File: config.mk
export PLATFORM = sky130hd
export DESIGN_NAME = sis_cell
export DESIGN_NICKNAME = d
export VERILOG_FILES = /design/src/sis_pkg.sv /design/src/sis_cell.sv
export SDC_FILE = /design/constraint.sdc
export NUM_CORES = 1
export LEC_CHECK = 0
export CAP_MARGIN = 20
export CORE_ASPECT_RATIO = 0.5
export CORE_MARGIN = 5
export CORE_UTILIZATION = 25
export CTS_CLUSTER_SIZE = 14
export DETAILED_ROUTE_END_ITERATION = 10
export DONT_BUFFER_PORTS = 1
export GPL_ROUTABILITY_DRIVEN = 0
export PLACE_DENSITY = 0.37
export SLEW_MARGIN = 20
export SYNTH_ARGS = -nofsm -noshare
export SYNTH_HDL_FRONTEND = slang
export SYNTH_SLANG_ARGS = --single-unit
File: constraint.sdc
create_clock -name clock -period 4.6 [get_ports clock]
set_input_delay 0.92 -clock clock [delete_from_list [all_inputs] [get_ports clock]]
set_output_delay 0.92 -clock clock [all_outputs]
set_load 0.05 [all_outputs]
File: src/sis_pkg.sv
// shared types and constants for the sorted integer set unit
// no dependencies; imported by sis_cell and sorted_integer_set_unit
package sis_pkg;

   // request kinds
   localparam logic [1:0] ACT_ADD    = 2'd0;
   localparam logic [1:0] ACT_REMOVE = 2'd1;
   localparam logic [1:0] ACT_FIND   = 2'd2;
   localparam logic [1:0] ACT_GET    = 2'd3;

   // result status codes
   localparam logic [1:0] STS_OK      = 2'd0;
   localparam logic [1:0] STS_MISS    = 2'd1;
   localparam logic [1:0] STS_FULL    = 2'd2;
   localparam logic [1:0] STS_RANGE   = 2'd3;

   // width classes
   localparam logic [1:0] CLS_16 = 2'd0;
   localparam logic [1:0] CLS_32 = 2'd1;
   localparam logic [1:0] CLS_64 = 2'd2;

   // control broadcast from the sequencer to every cell
   typedef struct packed {
      logic cmp;   // compare cycle: cells latch their flags
      logic ins;   // update cycle: shift toward the tail and insert
      logic rem;   // update cycle: shift toward the head over the removed entry
   } cell_ctl_type;

   // narrowest class that holds a signed value
   function automatic logic [1:0] class_of(input logic [63:0] v);
      logic [1:0] c;
      if (&v[63:15] || ~|v[63:15]) begin
         c = CLS_16;
      end else if (&v[63:31] || ~|v[63:31]) begin
         c = CLS_32;
      end else begin
         c = CLS_64;
      end
      return c;
   endfunction

endpackage

File: src/sis_cell.sv
// one cell of the sorted row: holds one entry and its compare flags
// depends on sis_pkg
module sis_cell #(
   parameter int INDEX = 0,
   parameter int CW    = 7
) (
   input  logic                  clock,
   input  sis_pkg::cell_ctl_type ctl,
   input  logic [CW-1:0]         count,
   input  logic signed [63:0]    key,
   input  logic [5:0]            position,
   input  logic signed [63:0]    prev_entry,
   input  logic                  prev_lt,
   input  logic signed [63:0]    next_entry,
   output logic signed [63:0]    entry,
   output logic                  lt,
   output logic                  eq,
   output logic                  boundary,
   output logic                  read_sel
);
   import sis_pkg::*;

   localparam logic [CW-1:0] IDX = CW'(INDEX);
   localparam bit IN_RANGE = (INDEX < 64);

   logic signed [63:0] entry_ff, entry_in;
   logic               lt_ff, eq_ff;
   logic               valid;

   assign valid = IDX < count;

   always_comb begin
      entry_in = entry_ff;
      if (ctl.ins && !lt_ff) begin
         entry_in = prev_lt ? key : prev_entry;
      end else if (ctl.rem && !lt_ff) begin
         entry_in = next_entry;
      end
   end

   always_ff @(posedge clock) begin
      entry_ff <= entry_in;
      if (ctl.cmp) begin
         lt_ff <= valid && (entry_ff < key);
         eq_ff <= valid && (entry_ff == key);
      end
   end

   assign entry    = entry_ff;
   assign lt       = lt_ff;
   assign eq       = eq_ff;
   // first cell whose entry is not below the key
   assign boundary = prev_lt && !lt_ff;
   assign read_sel = IN_RANGE && valid && (position == 6'(INDEX));

endmodule
# Word level (Yosys, flattened, before mapping)
# Cells that the tools add are included.
# word_totals
elab_cells	18
reg_bits	66
# classes
muxes	3
n_reduce_logical	9
order_cmp	2
n_eq_ne	1
# ops
op	n
$mux 64	3
$eq 64x64->1	1
$lt 64x64->1	1
$lt 1x7->1 const A	1
$logic_and 1x1->1	6
$logic_not 6->1	1
$reduce_bool 2->1	1
$logic_not 1->1	1

# Depth between registers and ports, before layout
# Gate-level depths: netlist (run 1).
# logic_depth
word_depth	4
ltp_mapped	9

# Worst setup path before layout (run 1)
# Ideal clock, no wire load.
# synth_path
path_kind	input-to-reg
from	input ctl[1] in the netlist's numbering
to	register entry_ff[0], in the netlist entry[0] (enable)
slack_ns	0.454
path_buffers	0
cell_stages	2
t_required_ns	4.112
arrival_time_ns	3.658
setup_time_ns	0.488
path_cell_list	nor2_1 -> nor2_1
# synth_via
elab_chain_len	2
# synth_lines
element	line	text
start: declaration	sis_cell.sv:8	input sis_pkg::cell_ctl_type ctl,
$logic_and 1x1->1	sis_cell.sv:34	if (ctl.ins && !lt_ff) begin
$reduce_bool 2->1 (no line)	-	
end signal: assignment	sis_cell.sv:42	entry_ff <= entry_in;
end: declaration	sis_cell.sv:26	logic signed [63:0] entry_ff, entry_in;
# Every way passes these cells.
# A chain may end at the register's enable or synchronous reset.

# Final worst setup path (run 1)
# layout_path
from	input count[4]
to	output read_sel
# layout_via
elab_chain_len	2
# layout_lines
element	line	text
start: declaration	sis_cell.sv:9	input logic [CW-1:0] count,
$lt 1x7->1	sis_cell.sv:30	assign valid = IDX < count;
$logic_and 1x1->1	sis_cell.sv:54	assign read_sel = IN_RANGE && valid && (position == 6'(INDEX));
end: declaration	sis_cell.sv:19	output logic read_sel
# Every way passes these cells.

==> flow_summary.ini, run 1 <==
[status]
status = finished clean

[sta]
fmax_mhz = 336
final.hold.worst_slack_ps = 693
maxSlewViolCount = 0
finalCriticalPeriod_ps = 2980
final-hold-violation-count = 0
tightest_pin_transition_ps = 964
timing.setup.tns_ps = 0
setup_viol = 0
layout_worst_path_cycle_share = 0.647
max_slew_margin = 0.358
clock_skew_ps = 7.85
setup_repair_after_global_routing_missed_its_margin = false

[logic_synthesis]
synth-edff-count = 66
synth_top_area_cell = sky130_fd_sc_hd__edfxtp_1
post_synth_inst_count = 522
post_synth.cell_area_avg_um2 = 9.57
yosys_register_bits = 66
dominantRegCellSynth = sky130_fd_sc_hd__edfxtp_1
ys_warn_count = 0
synth_largest_type_area_fraction = 0.397
synth_nets = 796
synth_area_um2 = 4990
share_of_synthesized_area_occupied_by_flip_flops_and_latches = 0.397
postSynth.asyncResetShare = 0
synth_top_cells_by_area = sky130_fd_sc_hd__edfxtp_1 40%, sky130_fd_sc_hd__ha_1 16%, sky130_fd_sc_hd__mux2i_1 13%
post_synth_num_cell_types = 32

[detailed_routing]
route.detailed.wl_per_inst_um = 19.3
ant_nets = 0
via_count = 3689
drtIter0Drc = 120
drc = 0
avg_vias_per_cell = 4.69
routed_wl_mm = 15.2
first_pass_iters = 4

[cts]
post-cts-setup-buffer-count = 0
number_of_buffers_added_by_the_clock_tree_synthesis_step = 9
ctsLongestPathBuffers = 2
cts_hold_repair.buffers = 0
cts_root_buf = sky130_fd_sc_hd__clkbuf_16
post_cts.resized_instances = 0
htreeDepth = 3
clk_pin_slew_worst_paths_ps = 60
clk-insertion-delay-late_ps = 330
cts_num_sinks = 66
cts_tree = done

[final_layout]
area_growth_syn_to_layout_pct = 11.5
layout-drive-gt1-share = 0.0500
insertedDiodeCount = 0
num-nets-final = 790
post-route-cell-area_um2 = 5570

[global_routing]
antenna_found_initial = 0
groute.usage.overall = 0.124
grt_start_max_net_pins = 105
via_count_of_the_first_global_routing_pass = 3754
grt-ovfl-total = 0
grt_first_pass_wirelength_mm = 21.9

[floorplanning]
initial_core_util = 0.256
die_area_um2 = 23100
core_um2 = 19500
placement_rows = 36
die_height_um = 110
pin_count = 278
floorplan.die.width_um = 210

[power]
power_density_nw_per_um2 = 388
static-leakage-power_nw = 2.52
irDropWorstVdd_mv = 0.176

[worst_hold_path]
hold_class = input pin to flip-flop
startpoint_of_the_worst_hold_path = ctl[2]
worstHoldEndpoint = lt$_DFFE_PP_
hold_path_depth = 0

[setup_path]
timing.reg2reg.worst_path_depth = 7
crit_arrival_ps = 2060
setup.reg_to_reg.worst_slack_ps = 1950
critPathMostFrequentCell = sky130_fd_sc_hd__buf_4
crit_type = input pin to output port
critPathLaunchType = input pin
r2r_start = entry[47]$_DFFE_PP_
worstPathMaxFanout = 3
end_kind = output port
regToRegEndpoint = lt$_DFFE_PP_
slowest_delay_ps = 500
cp_data_required_time_ps = 3680
worst_path_max_delay_cell = sky130_fd_sc_hd__or4_1
crit_chain = or4_1, nor4_1, buf_4, nor4_2, buf_4

[place]
placed_area_um2 = 5290
numPortBuffers = 0
hpwlAfterDp_mm = 12.4

[flow_run]
max_cap_viol_count = 0
[critical path, delay by kind of cell]
kind | cells | cell delay (ps)
buf+inv | 2 | 380
simple gates | 3 | 750
[synthesized netlist by cell type (2+ instances only)]
cell type	count
sky130_fd_sc_hd__clkbuf_1	14
sky130_fd_sc_hd__or4_1	2
sky130_fd_sc_hd__a221oi_1	2
sky130_fd_sc_hd__a21o_1	3
sky130_fd_sc_hd__o21ai_1	2
sky130_fd_sc_hd__a211oi_1	2
sky130_fd_sc_hd__buf_2	6
sky130_fd_sc_hd__o21ai_0	71
sky130_fd_sc_hd__nor3_1	3
sky130_fd_sc_hd__nor4_1	4
sky130_fd_sc_hd__ha_1	64
sky130_fd_sc_hd__o211ai_1	2
sky130_fd_sc_hd__nand4_1	13
sky130_fd_sc_hd__mux2i_1	64
sky130_fd_sc_hd__nand3_1	7
sky130_fd_sc_hd__inv_1	67
sky130_fd_sc_hd__nand4_2	2
sky130_fd_sc_hd__nor2_1	7
sky130_fd_sc_hd__nand2_1	81
sky130_fd_sc_hd__a21oi_1	28
sky130_fd_sc_hd__nor2b_1	2
sky130_fd_sc_hd__edfxtp_1	66
[routing by layer]
metal,wire [µm],vias up,global-route usage,part of all wire
li1,-,1864,-,-
met1,6440,1708,0.153,0.42
met2,7720,101,0.216,0.51
met3,824,16,0.0391,0.054
met4,180,0,0.0302,0.012
met5,0,-,0,0
[power by group]
part / internal [W] / total, W / switching, W / leakage [nW]
Sequential: 0.000781 / 0.00111 / 0.000324 / 0.636
Combinational: 0.000156 / 0.000393 / 0.000237 / 1.75
Clock: 0.000410 / 0.000664 / 0.000254 / 0.135
[metrics by stage]
stage                util  power, W  worst slack, ps  cells
finish              0.285   0.00216             1620    786
global route        0.285   0.00230             1600    786
CTS                 0.285   0.00221             1620    786
detailed placement  0.271   0.00152             1600    771
global placement    0.271   0.00152             1640    771
floorplan               -   0.00141              454    522
[sequential cells by signal, indices dropped and copies added, names as in the netlist]
signal / flops
entry: 64
eq: 1
lt: 1
[worst max-delay path by stage]
stage | start | endpoint | depth (start not counted) | slack [ps]
global placement | count[4] | read_sel | 5 | 1640
global route | count[4] | read_sel | 5 | 1600
floorplan | ctl[1] | entry[0]$_DFFE_PP_ | 2 | 450
CTS | count[4] | read_sel | 5 | 1620
detailed placement | key[46] | lt$_DFFE_PP_ | 8 | 1600
finish | count[4] | read_sel | 5 | 1620
[layout by cell type, fill, tap and decap left out, types with 2 or more instances in the layout]
master / netlist / layout
sky130_fd_sc_hd__nor2_1: 7 / 6
sky130_fd_sc_hd__a211oi_1: 2 / 2
sky130_fd_sc_hd__clkbuf_16: 0 / 9
sky130_fd_sc_hd__mux2i_1: 64 / 64
sky130_fd_sc_hd__o21ai_1: 2 / 2
sky130_fd_sc_hd__nand2_1: 81 / 81
sky130_fd_sc_hd__buf_4: 0 / 4
sky130_fd_sc_hd__o21ai_0: 71 / 71
sky130_fd_sc_hd__clkinv_1: 0 / 3
sky130_fd_sc_hd__nor4_1: 4 / 3
sky130_fd_sc_hd__nand4_2: 2 / 2
sky130_fd_sc_hd__a21o_1: 3 / 3
sky130_fd_sc_hd__nor4_2: 1 / 2
sky130_fd_sc_hd__nor2b_1: 2 / 2
sky130_fd_sc_hd__nor3_1: 3 / 3
sky130_fd_sc_hd__ha_1: 64 / 64
sky130_fd_sc_hd__o211ai_1: 2 / 2
sky130_fd_sc_hd__nand3_1: 7 / 7
sky130_fd_sc_hd__edfxtp_1: 66 / 66
sky130_fd_sc_hd__a221oi_1: 2 / 2
sky130_fd_sc_hd__inv_1: 67 / 67
sky130_fd_sc_hd__or4_1: 2 / 2
sky130_fd_sc_hd__a21oi_1: 28 / 28
sky130_fd_sc_hd__nand4_1: 13 / 13
[kinds of logic after synthesis]
| logic type | after synthesis | share of synthesized area |
|---|---|---|
| AND/OR/NAND/NOR | 126 | 0.120 |
| adder cells (fa/ha/maj) | 64 | 0.160 |
| multiplexers | 64 | 0.128 |
| buffers and inverters | 88 | 0.0676 |
| flip-flops | 66 | 0.397 |
| AO/OA/AOI/OAI | 114 | 0.127 |
[final cells by class]
type | instances | area [µm²]
Inverter | 67 | 251
Clock buffer | 10 | 229
Timing Repair Buffer | 4 | 30.0
Multi-Input combinational cell | 368 | 2700
Fill cell | 2121 | 14000
Clock inverter | 5 | 46.3
Tap cell | 266 | 333
Sequential cell | 66 | 1980
Note: power is estimated with default switching activity, not from simulation.
==> inputs of run 2 (changes only) <==
--- a/config.mk
+++ b/config.mk
@@ -13,7 +13,7 @@
 export DETAILED_ROUTE_END_ITERATION = 10
 export DONT_BUFFER_PORTS = 1
 export GPL_ROUTABILITY_DRIVEN = 0
-export PLACE_DENSITY = 0.37
+export PLACE_DENSITY = 0.39
 export SLEW_MARGIN = 20
 export SYNTH_ARGS = -nofsm -noshare
 export SYNTH_HDL_FRONTEND = slang
==> constraint.sdc (replaced) <==
create_clock -name clock -period 2.6 [get_ports clock]
set_input_delay 0.52 -clock clock [delete_from_list [all_inputs] [get_ports clock]]
set_output_delay 0.52 -clock clock [all_outputs]
set_load 0.05 [all_outputs]
==> flow_summary.ini, run 2 (synthesis gave the netlist of run 1 again) <==
[status]
status = finished clean

[floorplanning]
placement_rows = 36
die_area_um2 = 23100
floorplan.die.width_um = 210
core_um2 = 19500
initial_core_util = 0.256
pin_count = 278
die_height_um = 110

[cts]
ctsLongestPathBuffers = 2
number_of_buffers_added_by_the_clock_tree_synthesis_step = 9
clk-insertion-delay-late_ps = 330
cts_tree = done
post-cts-setup-buffer-count = 0
clk_pin_slew_worst_paths_ps = 60
cts_num_sinks = 66
post_cts.resized_instances = 0
htreeDepth = 3
cts_hold_repair.buffers = 0
cts_root_buf = sky130_fd_sc_hd__clkbuf_16

[global_routing]
groute.usage.overall = 0.124
grt_start_max_net_pins = 66
via_count_of_the_first_global_routing_pass = 4087
antenna_found_initial = 0
grt_first_pass_wirelength_mm = 22.1
grt-ovfl-total = 0

[final_layout]
area_growth_syn_to_layout_pct = 22.4
fin_cells = 856
most-common-layout-cells = 81 x sky130_fd_sc_hd__nand2_1, 71 x sky130_fd_sc_hd__o21ai_0, 71 x sky130_fd_sc_hd__buf_4
post-route-cell-area_um2 = 6120
max_ffs_per_register = 64
insertedDiodeCount = 0
num-fill-cells = 2067
layout_commonest_cell = sky130_fd_sc_hd__nand2_1
layout-drive-gt1-share = 0.163
num-nets-final = 859

[sta]
setup_repair_after_global_routing_missed_its_margin = false
final-hold-violation-count = 0
timing.setup.tns_ps = 0
smallest_setup_slack_after_layout_ps = 267
finalCriticalPeriod_ps = 2330
clock_skew_ps = 6.24
layout_worst_path_cycle_share = 0.897
setup_viol = 0
maxSlewViolCount = 0
max_slew_margin = 0.601
fmax_mhz = 429
tightest_pin_transition_ps = 594

[setup_path]
timing.reg2reg.worst_path_depth = 8
crit_chain = or4_1, nor4_1, nor4_2, buf_4
cp_data_required_time_ps = 2080
crit_arrival_ps = 1810
worst_path_max_delay_cell = sky130_fd_sc_hd__or4_1
worstPathMaxFanout = 2
setup.reg_to_reg.worst_slack_ps = 320
critPathLaunchType = input pin
slowest_delay_ps = 520
end_kind = output port
crit_type = input pin to output port

[detailed_routing]
routed_wl_mm = 15.1
drc = 0
ant_nets = 0
avg_vias_per_cell = 4.70
route.detailed.wl_per_inst_um = 17.7
drtIter0Drc = 179
first_pass_iters = 4
via_count = 4023

[power]
power_density_nw_per_um2 = 659
comb_power_share = 0.345
p_seq_frac = 0.360
static-leakage-power_nw = 2.87
power_w = 0.00403
cell_internal_pwr_w = 0.00256
swShare = 0.365
pwr-share-clk = 0.295
irDropWorstVdd_mv = 0.306
net-switching-power_w = 0.00147

[place]
place_inst = 840
numPortBuffers = 0
pre_cts_ws_ps = 140
hpwlAfterDp_mm = 12.4
placed_area_um2 = 5840

[worst_hold_path]
hold_path_depth = 0
hold_class = input pin to flip-flop

[flow_run]
max_cap_viol_count = 0
run 2: cell count changes in the layout (fill, tap and decap cells not counted):
cell,previous run,this run
sky130_fd_sc_hd__clkinv_1,3,0
sky130_fd_sc_hd__clkbuf_1,1,4
sky130_fd_sc_hd__buf_12,0,2
sky130_fd_sc_hd__buf_4,4,71
sky130_fd_sc_hd__clkinv_2,1,2
run 2: per-stage QoR:
step	hold slack, ps	utilization
after CTS	271	0.313
after global routing	262	0.313
after detailed placement	633	0.299
final	294	0.313
after floorplan	632	-
after global placement	633	0.299
run 2: power by group through the flow:
stage	logic [W]	registers, W	clock network (W)
final	0.00139	0.00145	0.00119
after global routing	0.00152	0.00147	0.00131
after CTS	0.00142	0.00146	0.00125
after detailed placement	0.00141	0.00148	0
after global placement	0.00141	0.00147	0
after floorplan	0.000561	0.00192	0
run 2: critical path: cells and delay by family:
| kind | cells | cell delay, ps |
|---|---|---|
| simple gates | 3 | 1080 |
| buf+inv | 1 | 210 |
run 2: layout make-up:
cell class | count | area (µm²) | area share
Inverter | 67 | 251 | 0.0411
Sequential cell | 66 | 1980 | 0.324
Timing Repair Buffer | 73 | 573 | 0.0937
Clock inverter | 3 | 40.0 | 0.00655
Clock buffer | 13 | 240 | 0.0393
Tap cell | 266 | 333 | 0.0544
Multi-Input combinational cell | 368 | 2700 | 0.441
run 2: worst paths after layout:
| path | end | startpoint |
|---|---|---|
| min reg2reg | eq$_DFFE_PP_ | entry[2]$_DFFE_PP_ |
| max reg2reg | lt$_DFFE_PP_ | entry[13]$_DFFE_PP_ |
| max | read_sel | count[4] |
| min | lt$_DFFE_PP_ | ctl[2] |
run 2: metal layers:
metal  track usage  share of wire  wire length (µm)
met2         0.219           0.51              7670
met5             0              0                 0
met1         0.150           0.43              6490
met4        0.0330          0.011               170
met3        0.0379          0.053               809
==> inputs of run 3 (changes only) <==
--- a/config.mk
+++ b/config.mk
@@ -9,11 +9,14 @@
 export CORE_ASPECT_RATIO = 0.5
 export CORE_MARGIN = 5
 export CORE_UTILIZATION = 25
+export CTS_CLUSTER_DIAMETER = 150
 export CTS_CLUSTER_SIZE = 14
 export DETAILED_ROUTE_END_ITERATION = 10
 export DONT_BUFFER_PORTS = 1
 export GPL_ROUTABILITY_DRIVEN = 0
 export PLACE_DENSITY = 0.39
+export REMOVE_ABC_BUFFERS = 1
+export SKIP_CTS_REPAIR_TIMING = 1
 export SLEW_MARGIN = 20
 export SYNTH_ARGS = -nofsm -noshare
 export SYNTH_HDL_FRONTEND = slang
==> flow_summary.ini, run 3 (synthesis gave the netlist of run 1 again) <==
[setup_path]
crit_type = flip-flop to flip-flop
cp-endpoint = lt$_DFFE_PP_
r2r_start = entry[7]$_DFFE_PP_
worstPathMaxFanout = 2
regToRegEndpoint = lt$_DFFE_PP_
cp_data_required_time_ps = 2690
critPathLaunchType = flip-flop
setup.reg_to_reg.worst_slack_ps = 270
critPathLaunch = entry[7]$_DFFE_PP_
timing.reg2reg.worst_path_depth = 8
crit_arrival_ps = 2420
end_kind = flip-flop

[status]
status = finished clean

[detailed_routing]
ant_nets = 0
avg_vias_per_cell = 4.58
routed_wl_mm = 15.4
via_count = 3913
route.detailed.wl_per_inst_um = 18.0
drc = 0
first_pass_iters = 4
drtIter0Drc = 144

[global_routing]
grt_first_pass_wirelength_mm = 23.0
antenna_found_initial = 0
grt_start_max_net_pins = 129
via_count_of_the_first_global_routing_pass = 4099
groute.usage.overall = 0.128
grt-ovfl-total = 0

[cts]
htreeDepth = 3
cts_num_sinks = 66
clk-insertion-delay-late_ps = 340
number_of_buffers_added_by_the_clock_tree_synthesis_step = 9
cts_tree = done
clk_pin_slew_worst_paths_ps = 60
ctsLongestPathBuffers = 2
cts_root_buf = sky130_fd_sc_hd__clkbuf_16

[floorplanning]
pin_count = 278
die_area_um2 = 23100
placement_rows = 36
core_um2 = 19500
die_height_um = 110
initial_core_util = 0.256
floorplan.die.width_um = 210

[sta]
clock_skew_ps = 3.29
fmax_mhz = 429
setup_viol = 0
finalCriticalPeriod_ps = 2330
maxSlewViolCount = 0
max_slew_margin = 0.624
final-hold-violation-count = 0
setup_repair_after_global_routing_missed_its_margin = false
layout_worst_path_cycle_share = 0.896
tightest_pin_transition_ps = 559

[place]
numPortBuffers = 0
hpwlAfterDp_mm = 12.3
place_inst = 839

[final_layout]
insertedDiodeCount = 0
fin_cells = 855
multi_input_comb_area_um2 = 2700
layout.area.seq_um2 = 1980
num-fill-cells = 2086
max_ffs_per_register = 64
layout-drive-gt1-share = 0.166
num-nets-final = 858
layout_commonest_cell = sky130_fd_sc_hd__nand2_1
area_growth_syn_to_layout_pct = 22.9
most-common-layout-cells = 81 x sky130_fd_sc_hd__nand2_1, 71 x sky130_fd_sc_hd__o21ai_0, 70 x sky130_fd_sc_hd__buf_4

[power]
power_w = 0.00416
static-leakage-power_nw = 2.88
power_density_nw_per_um2 = 678
irDropWorstVdd_mv = 0.314

[worst_hold_path]
startpoint_of_the_worst_hold_path = ctl[2]
hold_class = input pin to flip-flop

[flow_run]
max_cap_viol_count = 0
## run 3: cell types whose count changed in the layout (fill, tap and decap cells not counted), sizes merged
cell,change
clkinv,+3
bufinv,+1
clkbuf,-4
buf,-1
## run 3: per-stage QoR
stage                     utilization  hold slack [ps]  setup TNS, ps  setup slack [ps]  instance area [µm²]
final                           0.314              289              0               269                 6140
after global routing            0.314              266              0               115                 6140
after CTS                       0.314              271              0               229                 6140
after detailed placement        0.298              634              0               118                 5830
after global placement          0.298              634              0               170                 5830
after floorplan                     -              632        -127290             -1280                 4910
## run 3: worst min-delay path by stage
stage / end / slack, ps / cells past startpoint
detailed placement: eq$_DFFE_PP_ / 630 / 0
CTS: lt$_DFFE_PP_ / 270 / 0
global route: eq$_DFFE_PP_ / 270 / 0
finish: eq$_DFFE_PP_ / 290 / 0
global placement: eq$_DFFE_PP_ / 630 / 0
floorplan: eq$_DFFE_PP_ / 630 / 0
## run 3: cell type report
type,instances,area share
multi-input combinational,368,0.439
sequential,66,0.323
timing repair buffer,72,0.0922
tap,266,0.0542
inverter,67,0.0410
clock buffer,9,0.0367
clock inverter,7,0.0137
## run 3: where the power goes
| group | switching (W) | internal, W |
|---|---|---|
| Sequential | 0.0000791 | 0.00137 |
| Combinational | 0.000945 | 0.000446 |
| Clock | 0.000488 | 0.000830 |
| Total | 0.00151 | 0.00265 |
## run 3: critical path, stage by stage (launching register included)
cell and delay (ps):
sky130_fd_sc_hd__edfxtp_1 400, sky130_fd_sc_hd__ha_1 310, sky130_fd_sc_hd__a21oi_1 170, sky130_fd_sc_hd__o21ai_0 180
sky130_fd_sc_hd__a221o_1 390, sky130_fd_sc_hd__a211oi_2 210, sky130_fd_sc_hd__a2bb2oi_2 180, sky130_fd_sc_hd__nand3_1 80
sky130_fd_sc_hd__nor3b_2 150
## run 3: routing by layer
layer	vias up	share of wire	track usage
li1	1997	-	-
met1	1823	0.44	0.162
met2	84	0.51	0.221
met3	9	0.043	0.0359
met4	0	0.0090	0.0307
met5	-	0	0
